===== config.mk =====
export PLATFORM = sky130hd
export DESIGN_NAME = sha1_byte_stream_hasher
export DESIGN_NICKNAME = d
export VERILOG_FILES = /design/src/rtl/sha1c_pkg.sv /design/src/rtl/sha1c_core.sv /design/src/rtl/sha1c_back.sv /design/src/rtl/sha1c_front.sv /design/src/rtl/sha1c_result_queue.sv /design/src/rtl/sha1_byte_stream_hasher.sv
export SDC_FILE = /design/constraint.sdc
export NUM_CORES = 2
export LEC_CHECK = 0
export BUFFER_PORTS_ARGS = -buffer_cell sky130_fd_sc_hd__buf_2
export CORE_ASPECT_RATIO = 0.75
export CORE_MARGIN = 5
export CORE_UTILIZATION = 55
export DETAILED_ROUTE_END_ITERATION = 8
export MAX_ROUTING_LAYER = met4
export PLACE_DENSITY = 0.75
export SYNTH_ARGS = -nofsm -noshare
export SYNTH_HDL_FRONTEND = slang
export SYNTH_HIERARCHICAL = 1
export SYNTH_SLANG_ARGS = --single-unit

===== constraint.sdc =====
create_clock -name clk -period 18.88 [get_ports clk]
set_clock_uncertainty 0.05 [all_clocks]
set_input_delay 0.944 -clock clk [delete_from_list [all_inputs] [get_ports clk]]
set_output_delay 0.944 -clock clk [all_outputs]
set_load 0.005 [all_outputs]

===== src/rtl/sha1c_pkg.sv =====
`timescale 1ns / 1ps
// ----------------------------------------------------------------------------
// sha1c_pkg
// Shared types, constants and round functions of the SHA-1 byte stream hasher.
// ----------------------------------------------------------------------------
package sha1c_pkg;

	typedef enum logic [1:0] {
		OP_RESTART = 2'd0,
		OP_BYTE    = 2'd1,
		OP_FINISH  = 2'd2
	} op_t;

	typedef struct packed {
		logic [1:0] opcode;
		logic [7:0] data_byte;
	} item_t;

	typedef struct packed {
		logic [31:0] digest_word;
		logic [2:0]  word_index;
		logic        failed;
		logic        last_word;
	} result_t;

	typedef struct packed {
		op_t        op;
		logic [7:0] data_byte;
	} cmd_t;

	// head of the command queue as seen by the back end
	typedef struct packed {
		logic valid;
		cmd_t cmd;
	} cmd_head_t;

	typedef enum logic [2:0] {
		ST_IDLE,
		ST_START,
		ST_COMP,
		ST_PAD_ZERO,
		ST_PAD_LEN,
		ST_EMIT,
		ST_ERR
	} bstate_t;

	typedef logic [4:0][31:0]  chain_t;
	typedef logic [15:0][31:0] block_t;

	localparam int QDepth = 4;
	localparam int QPtrW  = $clog2(QDepth);
	localparam int QCntW  = $clog2(QDepth + 1);

	localparam chain_t H_INIT = {32'hC3D2E1F0, 32'h10325476, 32'h98BADCFE,
		32'hEFCDAB89, 32'h67452301};

	localparam logic [7:0] PAD_MARK   = 8'h80;
	localparam logic [5:0] LEN_START  = 6'd56;
	localparam logic [5:0] LAST_BYTE  = 6'd63;
	localparam logic [2:0] LAST_INDEX = 3'd4;
	localparam logic [6:0] ADD_ROUND  = 7'd80;

	function automatic logic [31:0] round_k(input logic [6:0] r);
		logic [31:0] k;
		if (r < 7'd20) begin
			k = 32'h5A827999;
		end else if (r < 7'd40) begin
			k = 32'h6ED9EBA1;
		end else if (r < 7'd60) begin
			k = 32'h8F1BBCDC;
		end else begin
			k = 32'hCA62C1D6;
		end
		return k;
	endfunction

	function automatic logic [31:0] round_f(input logic [6:0] r, input logic [31:0] b,
		input logic [31:0] c, input logic [31:0] d);
		logic [31:0] f;
		if (r < 7'd20) begin
			f = (b & c) | (~b & d);
		end else if (r >= 7'd40 && r < 7'd60) begin
			f = (b & c) | (b & d) | (c & d);
		end else begin
			f = b ^ c ^ d;
		end
		return f;
	endfunction

endpackage


===== src/rtl/sha1c_core.sv =====
`timescale 1ns / 1ps
// ----------------------------------------------------------------------------
// sha1c_core
// SHA-1 compression: one round per cycle over a 16-word schedule window,
// then a final step folds the working words into the chaining words.
// ----------------------------------------------------------------------------
module sha1c_core (
	input  logic              clk,
	input  logic              arst_n,
	input  logic              init,
	input  logic              start,
	input  sha1c_pkg::block_t block,
	output logic              busy,
	output sha1c_pkg::chain_t chain
);

	sha1c_pkg::chain_t chain_q;
	logic              busy_q;
	logic [6:0]        round_q;
	logic [31:0]       a_q, b_q, c_q, d_q, e_q;
	logic [31:0]       w_q [16];
	logic [31:0]       t;
	logic [31:0]       w_new;
	logic [31:0]       x;

	always_comb begin
		t = {a_q[26:0], a_q[31:27]} + sha1c_pkg::round_f(round_q, b_q, c_q, d_q) + e_q
			+ w_q[0] + sha1c_pkg::round_k(round_q);
		x = w_q[13] ^ w_q[8] ^ w_q[2] ^ w_q[0];
		w_new = {x[30:0], x[31]};
	end

	always_ff @(posedge clk or negedge arst_n) begin
		if (!arst_n) begin
			busy_q  <= 1'b0;
			round_q <= '0;
			chain_q <= sha1c_pkg::H_INIT;
		end else if (init) begin
			chain_q <= sha1c_pkg::H_INIT;
		end else if (start) begin
			busy_q  <= 1'b1;
			round_q <= '0;
		end else if (busy_q) begin
			if (round_q == sha1c_pkg::ADD_ROUND) begin
				chain_q[0] <= chain_q[0] + a_q;
				chain_q[1] <= chain_q[1] + b_q;
				chain_q[2] <= chain_q[2] + c_q;
				chain_q[3] <= chain_q[3] + d_q;
				chain_q[4] <= chain_q[4] + e_q;
				busy_q     <= 1'b0;
			end else begin
				round_q <= round_q + 7'd1;
			end
		end
	end

	always_ff @(posedge clk) begin
		if (start) begin
			a_q <= chain_q[0];
			b_q <= chain_q[1];
			c_q <= chain_q[2];
			d_q <= chain_q[3];
			e_q <= chain_q[4];
			for (int i = 0; i < 16; i++) begin
				w_q[i] <= block[i];
			end
		end else if (busy_q && round_q != sha1c_pkg::ADD_ROUND) begin
			a_q <= t;
			b_q <= a_q;
			c_q <= {b_q[1:0], b_q[31:2]};
			d_q <= c_q;
			e_q <= d_q;
			for (int i = 0; i < 15; i++) begin
				w_q[i] <= w_q[i + 1];
			end
			w_q[15] <= w_new;
		end
	end

	assign busy  = busy_q;
	assign chain = chain_q;

endmodule


===== src/rtl/sha1c_back.sv =====
`timescale 1ns / 1ps
// ----------------------------------------------------------------------------
// sha1c_back
// Back end: block buffer, length and marks, padding sequencer and digest
// output; drives the compression core.
// ----------------------------------------------------------------------------
module sha1c_back (
	input  logic                  clk,
	input  logic                  arst_n,
	input  sha1c_pkg::cmd_head_t  cmd_in,
	output logic                  cmd_take,
	output sha1c_pkg::result_t    res,
	output logic                  res_push,
	input  logic                  res_full
);

	sha1c_pkg::bstate_t state_q, state_d;
	sha1c_pkg::bstate_t ret_q, ret_d;
	logic [5:0]         cursor_q;
	logic [63:0]        bit_length_q;
	logic               error_q;
	logic               done_q;
	logic [2:0]         idx_q;
	logic [31:0]        block_q [16];
	sha1c_pkg::block_t  block_flat;

	logic               wr_en;
	logic [7:0]         wr_data;
	logic               len_add;
	logic               set_error;
	logic               restart;
	logic               set_done;
	logic               idx_clr;
	logic               core_start;
	logic               core_busy;
	sha1c_pkg::chain_t  chain;
	logic [64:0]        len_sum;
	logic [7:0]         len_byte;
	logic               stalled;

	assign stalled  = done_q | error_q;
	assign len_sum  = {1'b0, bit_length_q} + 65'd8;
	assign len_byte = bit_length_q[{~cursor_q[2:0], 3'b000} +: 8];

	always_comb begin
		for (int i = 0; i < 16; i++) begin
			block_flat[i] = block_q[i];
		end
	end

	sha1c_core u_core (
		.clk    (clk),
		.arst_n (arst_n),
		.init   (restart),
		.start  (core_start),
		.block  (block_flat),
		.busy   (core_busy),
		.chain  (chain)
	);

	// next state
	always_comb begin
		state_d = state_q;
		ret_d   = ret_q;
		unique case (state_q)
			sha1c_pkg::ST_IDLE: begin
				if (cmd_in.valid) begin
					unique case (cmd_in.cmd.op)
						sha1c_pkg::OP_BYTE: begin
							if (!stalled && cursor_q == sha1c_pkg::LAST_BYTE) begin
								state_d = sha1c_pkg::ST_START;
								ret_d   = sha1c_pkg::ST_IDLE;
							end
						end
						sha1c_pkg::OP_FINISH: begin
							if (error_q) begin
								state_d = sha1c_pkg::ST_ERR;
							end else if (done_q) begin
								state_d = sha1c_pkg::ST_EMIT;
							end else if (cursor_q == sha1c_pkg::LAST_BYTE) begin
								state_d = sha1c_pkg::ST_START;
								ret_d   = sha1c_pkg::ST_PAD_ZERO;
							end else begin
								state_d = sha1c_pkg::ST_PAD_ZERO;
							end
						end
						default: begin
						end
					endcase
				end
			end
			sha1c_pkg::ST_START: begin
				state_d = sha1c_pkg::ST_COMP;
			end
			sha1c_pkg::ST_COMP: begin
				if (!core_busy) begin
					state_d = ret_q;
				end
			end
			sha1c_pkg::ST_PAD_ZERO: begin
				if (cursor_q == sha1c_pkg::LEN_START) begin
					state_d = sha1c_pkg::ST_PAD_LEN;
				end else if (cursor_q == sha1c_pkg::LAST_BYTE) begin
					state_d = sha1c_pkg::ST_START;
					ret_d   = sha1c_pkg::ST_PAD_ZERO;
				end
			end
			sha1c_pkg::ST_PAD_LEN: begin
				if (cursor_q == sha1c_pkg::LAST_BYTE) begin
					state_d = sha1c_pkg::ST_START;
					ret_d   = sha1c_pkg::ST_EMIT;
				end
			end
			sha1c_pkg::ST_EMIT: begin
				if (!res_full && idx_q == sha1c_pkg::LAST_INDEX) begin
					state_d = sha1c_pkg::ST_IDLE;
				end
			end
			sha1c_pkg::ST_ERR: begin
				if (!res_full) begin
					state_d = sha1c_pkg::ST_IDLE;
				end
			end
			default: begin
				state_d = sha1c_pkg::ST_IDLE;
			end
		endcase
	end

	// outputs and datapath strobes
	always_comb begin
		cmd_take   = 1'b0;
		wr_en      = 1'b0;
		wr_data    = '0;
		len_add    = 1'b0;
		set_error  = 1'b0;
		restart    = 1'b0;
		set_done   = 1'b0;
		idx_clr    = 1'b0;
		core_start = 1'b0;
		res_push   = 1'b0;
		res        = '0;
		unique case (state_q)
			sha1c_pkg::ST_IDLE: begin
				idx_clr  = 1'b1;
				cmd_take = cmd_in.valid;
				if (cmd_in.valid) begin
					unique case (cmd_in.cmd.op)
						sha1c_pkg::OP_RESTART: begin
							restart = 1'b1;
						end
						sha1c_pkg::OP_BYTE: begin
							if (stalled) begin
								set_error = 1'b1;
							end else begin
								wr_en   = 1'b1;
								wr_data = cmd_in.cmd.data_byte;
								len_add = 1'b1;
							end
						end
						sha1c_pkg::OP_FINISH: begin
							if (!stalled) begin
								wr_en   = 1'b1;
								wr_data = sha1c_pkg::PAD_MARK;
							end
						end
						default: begin
						end
					endcase
				end
			end
			sha1c_pkg::ST_START: begin
				core_start = 1'b1;
			end
			sha1c_pkg::ST_PAD_ZERO: begin
				wr_en = (cursor_q != sha1c_pkg::LEN_START);
			end
			sha1c_pkg::ST_PAD_LEN: begin
				wr_en    = 1'b1;
				wr_data  = len_byte;
				set_done = (cursor_q == sha1c_pkg::LAST_BYTE);
			end
			sha1c_pkg::ST_EMIT: begin
				res_push        = !res_full;
				res.digest_word = chain[idx_q];
				res.word_index  = idx_q;
				res.last_word   = (idx_q == sha1c_pkg::LAST_INDEX);
			end
			sha1c_pkg::ST_ERR: begin
				res_push      = !res_full;
				res.failed    = 1'b1;
				res.last_word = 1'b1;
			end
			default: begin
			end
		endcase
	end

	always_ff @(posedge clk or negedge arst_n) begin
		if (!arst_n) begin
			state_q      <= sha1c_pkg::ST_IDLE;
			ret_q        <= sha1c_pkg::ST_IDLE;
			cursor_q     <= '0;
			bit_length_q <= '0;
			error_q      <= 1'b0;
			done_q       <= 1'b0;
			idx_q        <= '0;
		end else begin
			state_q <= state_d;
			ret_q   <= ret_d;
			if (restart) begin
				cursor_q     <= '0;
				bit_length_q <= '0;
				error_q      <= 1'b0;
				done_q       <= 1'b0;
			end else begin
				if (wr_en) begin
					cursor_q <= cursor_q + 6'd1;
				end
				if (len_add) begin
					bit_length_q <= len_sum[63:0];
				end
				// byte while stalled, or length wrapped to zero
				if (set_error || (len_add && len_sum[64])) begin
					error_q <= 1'b1;
				end
				if (set_done) begin
					done_q <= 1'b1;
				end
			end
			if (idx_clr) begin
				idx_q <= '0;
			end else if (res_push) begin
				idx_q <= idx_q + 3'd1;
			end
		end
	end

	// big-endian byte lanes within each word
	always_ff @(posedge clk) begin
		if (wr_en) begin
			block_q[cursor_q[5:2]][{~cursor_q[1:0], 3'b000} +: 8] <= wr_data;
		end
	end

endmodule


===== src/rtl/sha1c_front.sv =====
`timescale 1ns / 1ps
// ----------------------------------------------------------------------------
// sha1c_front
// Front end: accepts input items, decodes the opcode and queues commands
// for the back end; unused opcodes are accepted and dropped.
// ----------------------------------------------------------------------------
module sha1c_front (
	input  logic                 clk,
	input  logic                 arst_n,
	input  logic                 push,
	output logic                 full,
	input  sha1c_pkg::item_t     item,
	output sha1c_pkg::cmd_head_t cmd_out,
	input  logic                 take
);

	sha1c_pkg::cmd_t                  slots_q [sha1c_pkg::QDepth];
	logic [sha1c_pkg::QPtrW-1:0]      wr_ptr_q, rd_ptr_q;
	logic [sha1c_pkg::QCntW-1:0]      count_q;
	logic                             op_ok;
	logic                             enq;
	logic                             deq;
	sha1c_pkg::cmd_t                  cmd;

	always_comb begin
		cmd.op        = sha1c_pkg::op_t'(item.opcode);
		cmd.data_byte = item.data_byte;
		unique case (item.opcode)
			sha1c_pkg::OP_RESTART,
			sha1c_pkg::OP_BYTE,
			sha1c_pkg::OP_FINISH: op_ok = 1'b1;
			default:              op_ok = 1'b0;
		endcase
	end

	assign full          = (count_q == sha1c_pkg::QCntW'(sha1c_pkg::QDepth));
	assign enq           = push && !full && op_ok;
	assign deq           = take && (count_q != '0);
	assign cmd_out.valid = (count_q != '0);
	assign cmd_out.cmd   = slots_q[rd_ptr_q];

	always_ff @(posedge clk or negedge arst_n) begin
		if (!arst_n) begin
			wr_ptr_q <= '0;
			rd_ptr_q <= '0;
			count_q  <= '0;
		end else begin
			if (enq) begin
				wr_ptr_q <= wr_ptr_q + 1'b1;
			end
			if (deq) begin
				rd_ptr_q <= rd_ptr_q + 1'b1;
			end
			if (enq && !deq) begin
				count_q <= count_q + 1'b1;
			end else if (deq && !enq) begin
				count_q <= count_q - 1'b1;
			end
		end
	end

	always_ff @(posedge clk) begin
		if (enq) begin
			slots_q[wr_ptr_q] <= cmd;
		end
	end

endmodule


===== src/rtl/sha1c_result_queue.sv =====
`timescale 1ns / 1ps
// ----------------------------------------------------------------------------
// sha1c_result_queue
// Result queue between the back end and the result port.
// ----------------------------------------------------------------------------
module sha1c_result_queue (
	input  logic               clk,
	input  logic               arst_n,
	input  logic               wr,
	input  sha1c_pkg::result_t wr_data,
	output logic               full,
	output logic               empty,
	input  logic               pop,
	output sha1c_pkg::result_t result
);

	sha1c_pkg::result_t             slots_q [sha1c_pkg::QDepth];
	logic [sha1c_pkg::QPtrW-1:0]    wr_ptr_q, rd_ptr_q;
	logic [sha1c_pkg::QCntW-1:0]    count_q;
	logic                           enq;
	logic                           deq;

	assign full   = (count_q == sha1c_pkg::QCntW'(sha1c_pkg::QDepth));
	assign empty  = (count_q == '0);
	assign enq    = wr && !full;
	assign deq    = pop && !empty;
	assign result = slots_q[rd_ptr_q];

	always_ff @(posedge clk or negedge arst_n) begin
		if (!arst_n) begin
			wr_ptr_q <= '0;
			rd_ptr_q <= '0;
			count_q  <= '0;
		end else begin
			if (enq) begin
				wr_ptr_q <= wr_ptr_q + 1'b1;
			end
			if (deq) begin
				rd_ptr_q <= rd_ptr_q + 1'b1;
			end
			if (enq && !deq) begin
				count_q <= count_q + 1'b1;
			end else if (deq && !enq) begin
				count_q <= count_q - 1'b1;
			end
		end
	end

	always_ff @(posedge clk) begin
		if (enq) begin
			slots_q[wr_ptr_q] <= wr_data;
		end
	end

endmodule


===== src/rtl/sha1_byte_stream_hasher.sv =====
`timescale 1ns / 1ps
// ----------------------------------------------------------------------------
// sha1_byte_stream_hasher
// SHA-1 over a byte stream: restart, append byte, finish and read digest.
// ----------------------------------------------------------------------------
// Input channel: an item is taken when push is high and full is low. Items go
// into a four-entry command queue; the back end drains it one command at a
// time, so full rises only while the back end is busy.
// Result channel: while empty is low the oldest result sits on result; it
// leaves when pop is high. A finish gives five digest words (H0 first, the
// last flagged by last_word) or one failed result if the error mark is set.
// The 64th byte of a block starts the compression core (one round per cycle,
// then the final add), and the back end waits for it before the next command.
// A finish pads one byte per cycle from the cursor up to the end of the block,
// with one or two compressions, then emits five words at one per cycle while
// the result queue is not full; a repeat finish skips the padding and emits
// the stored digest.
// A stalled result side fills the four-entry result queue and then holds the
// back end; the input queue keeps taking items until it is full.
// Reset loads the initial chaining words, clears length, cursor, marks and
// both queues; the block buffer holds no defined contents until written.
// ----------------------------------------------------------------------------
module sha1_byte_stream_hasher (
	input  logic               clk,
	input  logic               arst_n,
	input  logic               push,
	output logic               full,
	input  sha1c_pkg::item_t   item,
	output logic               empty,
	input  logic               pop,
	output sha1c_pkg::result_t result
);

	sha1c_pkg::cmd_head_t cmd_head;
	logic                 cmd_take;
	sha1c_pkg::result_t   res;
	logic                 res_push;
	logic                 res_full;

	sha1c_front u_front (
		.clk     (clk),
		.arst_n  (arst_n),
		.push    (push),
		.full    (full),
		.item    (item),
		.cmd_out (cmd_head),
		.take    (cmd_take)
	);

	sha1c_back u_back (
		.clk      (clk),
		.arst_n   (arst_n),
		.cmd_in   (cmd_head),
		.cmd_take (cmd_take),
		.res      (res),
		.res_push (res_push),
		.res_full (res_full)
	);

	sha1c_result_queue u_result_queue (
		.clk     (clk),
		.arst_n  (arst_n),
		.wr      (res_push),
		.wr_data (res),
		.full    (res_full),
		.empty   (empty),
		.pop     (pop),
		.result  (result)
	);

endmodule


==> results by group <==
Synthesis
  – Syn Inst Count: 5,621
  – Syn_nets: 5,978
  – Ys Warns: 6
  – Synth top area share: 52.9%
  – Cell taking the most area after synthesis: edfxtp_1
  – Ranking of synthesized cells by area: edfxtp_1, mux2_2, dfrtp_1
  – Post-synth top flop: edfxtp_1
  – EDFF count, synth: 1,372
  – Syn Area/Cell: 13.9 sq um
  – Synth cell types: 98
  – Mapped cell area: 77,900 sq um
  – Sequential-to-total area share from yosys stat: 61.3%
  – FF+latch count, synth: 1,632
  – Async S/R FF share, synth: 15.9%

Cells and area
  – Area growth syn-to-layout: 9.26%
  – Register area: 47,800 sq um
  – Area occupied by multi-input gates: 28,200 sq um
  – Fin nets: 6,033
  – FILL cells: 10,500
  – Fraction of layout cells with a size suffix above 1: 19.8%

Routing
  – Antenna Violating Nets Remaining: 0
  – DR pass1 iterations: 6
  – M1 WL: 85.4 mm
  – Routed len/inst: 24.7 um
  – Met2 WL: 78.9 mm
  – Starting DRT DRC Count: 6,067
  – Drt total wl: 190 mm
  – Top sig layer: met4
  – Vias per cell: 6.18
  – Vias: 47,500
  – DR WL met3: 20.8 mm
  – # DRC: 0

Timing
  – Fin crit share: 37.9%
  – FMAX: 140 MHz
  – Hold Slack: 0.0893 ns
  – Crit path time final: 7.15 ns
  – RSZ-0062 raised after global routing: no
  – Worst slew margin: -3.55%
  – Setup TNS: 0 ns
  – Final setup vio count: 0
  – Hold Fails Final Rpt: 0
  – Max-slew violations: 4
  – Worst slew pin tran: 1.54 ns

Floorplan
  – Row Count: 119
  – I/O pins: 53
  – Full die area: 149,000 sq um
  – Die width: 445 um
  – Die H: 336 um
  – Initial Utilization: 55.5%
  – Core area: 141,000 sq um

Clocking
  – Clk buf depth: 3
  – Hold_buf cts: 0
  – Post-CTS Setup Bufs: 0
  – CTS buffer count: 156
  – Clk sinks: 1,632
  – Clock root buffer: clkbuf_16
  – Worst-path clk slew: 0.07 ns
  – CTS H-Tree Depth: 4
  – CTS tree: done
  – Cts repair resizes: 0
  – Clk_lat worst skew: 0.80 ns

Setup path
  – R2r setup slk: 11.73 ns
  – Maximum fanout along the worst path: 22
  – Critical path class: reg -> reg
  – Crit path launch type: flop
  – R2R Path Start: u_back/u_core/round_q[3]
  – Kind of end point of the critical path: flop
  – Critical Path AT: 7.61 ns
  – Reg2Reg Depth: 25
  – Required time of the critical path: 19.35 ns
  – R2R Path End: u_back/u_core/a_q[30]

GRT
  – Global-route wire length before repair: 287 mm
  – Number of global-route vias before repair: 45,900
  – Grt total ovfl: 0
  – Global Route Usage Sum: 26.0%
  – Initial antenna violation count: 7
  – Largest net degree at the start of global routing: 178

Place
  – PortBufs: 52
  – RePlAce Congestion: 0.958
  – DP Wirelength: 129 mm

Run
  – Max-cap violations: 1

Run status
  – Outcome: complete, but fails checks
  – Failing checks: max-capacitance violations, max-slew violations

Worst hold path
  – Hold Crit Class: in -> async
-- critical path: stages, from the launching register on --
cell and delay (ns):
dfrtp_1 0.45, and3_1 0.24, a21oi_1 0.33, nand2_1 0.12
inv_1 0.49, buf_4 0.43, nand2_1 0.09, nand3_1 0.08
o21ai_0 0.10, fa_1 0.51, inv_1 0.05, fa_1 0.48
inv_1 0.05, fa_1 0.48, inv_1 0.04, ha_1 0.21
a2111oi_0 0.36, o21ai_0 0.15, o21a_1 0.14, a2111oi_0 0.57
o31ai_1 0.33, a21oi_1 0.34, o21ai_0 0.19, a31oi_1 0.27
xor2_1 0.18, o21ai_0 0.08
-- cell type report --
type                            instances  area share, %
Sequential cell                      1632           56.1
Multi-Input combinational cell       3464           33.1
Clock buffer                          203           4.87
Tap cell                             1875           2.75
Inverter                              306           1.35
Timing Repair Buffer                  116          0.930
Clock inverter                         85          0.854
Antenna cell                            4         0.0118
-- cells in the final DEF (no fill, tap or decap), types with 92 or more instances in the layout --
| cell type | n |
|---|---|
| edfxtp_1 | 1372 |
| mux2_2 | 595 |
| nand2_1 | 498 |
| nor2_1 | 311 |
| inv_1 | 304 |
| a21oi_1 | 254 |
| o21ai_0 | 246 |
| ha_1 | 216 |
| xnor2_1 | 211 |
| dfrtp_1 | 178 |
| clkbuf_16 | 156 |
| fa_1 | 127 |
| xor2_1 | 108 |
| nand3_1 | 98 |
| mux4_2 | 92 |
-- routing by layer --
metal / global-route usage [%] / up-vias
met3: 6.29 / 279
met1: 39.9 / 24100
li1: - / 20900
met2: 34.8 / 2291
met5: - / -
met4: 6.84 / 0
-- state kept, by name (all words and copies together) (netlist names), 32 cells and up --
| name | flops |
|---|---|
| u_back/u_core/chain | 160 |
| u_back/block_q | 512 |
| u_back/u_core/w_q | 512 |
| u_back/u_core/d_q | 32 |
| u_result_queue/slots_q | 148 |
| u_back/bit_length_q | 61 |
| u_front/slots_q | 40 |
| u_back/u_core/a_q | 32 |
| u_back/u_core/c_q | 32 |
| u_back/u_core/e_q | 32 |
| u_back/u_core/b_q | 32 |
-- kinds of logic (layout without fill, tap and decap cells) --
| kind of cell | count (synthesis) | in the layout | synth area share [%] |
|---|---|---|---|
| other | 0 | 4 | 0 |
| adders and majority gates | 343 | 343 | 6.73 |
| xor gates and xnor gates | 319 | 319 | 3.58 |
| and+or+nand+nor | 1190 | 1190 | 6.98 |
| muxes | 706 | 706 | 11.5 |
| buffers and inverters | 525 | 710 | 2.58 |
| AOI/OAI and AO/OA | 906 | 906 | 7.29 |
| DFF | 1632 | 1632 | 61.3 |
-- how the worst max path moves through the flow --
| stage | from | endpoint | slack [ns] | cells after the start |
|---|---|---|---|---|
| 2_1_floorplan | u_back/state_q[0] | u_back/u_core/round_q[5] | 2.25 | 9 |
| 3_3_place_gp | u_back/u_core/round_q[3] | u_back/u_core/a_q[30] | 12.12 | 25 |
| 5_1_grt | u_back/u_core/round_q[3] | u_back/u_core/a_q[30] | 11.31 | 25 |
| 4_1_cts | u_back/u_core/round_q[3] | u_back/u_core/a_q[30] | 11.90 | 25 |
| 3_5_place_dp | u_back/u_core/round_q[3] | u_back/u_core/a_q[30] | 11.94 | 25 |
| 6_report | u_back/u_core/round_q[3] | u_back/u_core/a_q[30] | 11.73 | 25 |
-- cells in the mapped netlist (80+ instances only) --
master / count
edfxtp_1: 1372
mux2_2: 595
nand2_1: 498
nor2_1: 311
inv_1: 305
a21oi_1: 254
o21ai_0: 249
ha_1: 216
xnor2_1: 211
clkbuf_1: 189
dfrtp_1: 180
fa_1: 127
xor2_1: 108
nand3_1: 98
mux4_2: 92
a21o_1: 87
dfstp_2: 80
-- per-stage QoR --
stage	std cells	instance area, sq um	utilization (%)	worst slack (ns)
after floorplan	5621	77900	-	2.25
after global placement	7392	80300	57.1	12.12
after detailed placement	7392	80300	57.1	11.94
after CTS	7680	85100	60.6	11.90
after global routing	7684	85200	60.6	11.31
final	7685	85200	60.6	11.73
Power is left out: the tool's default activity adds up to more than one toggle a clock period on the data nets, which glitch-free logic cannot reach.
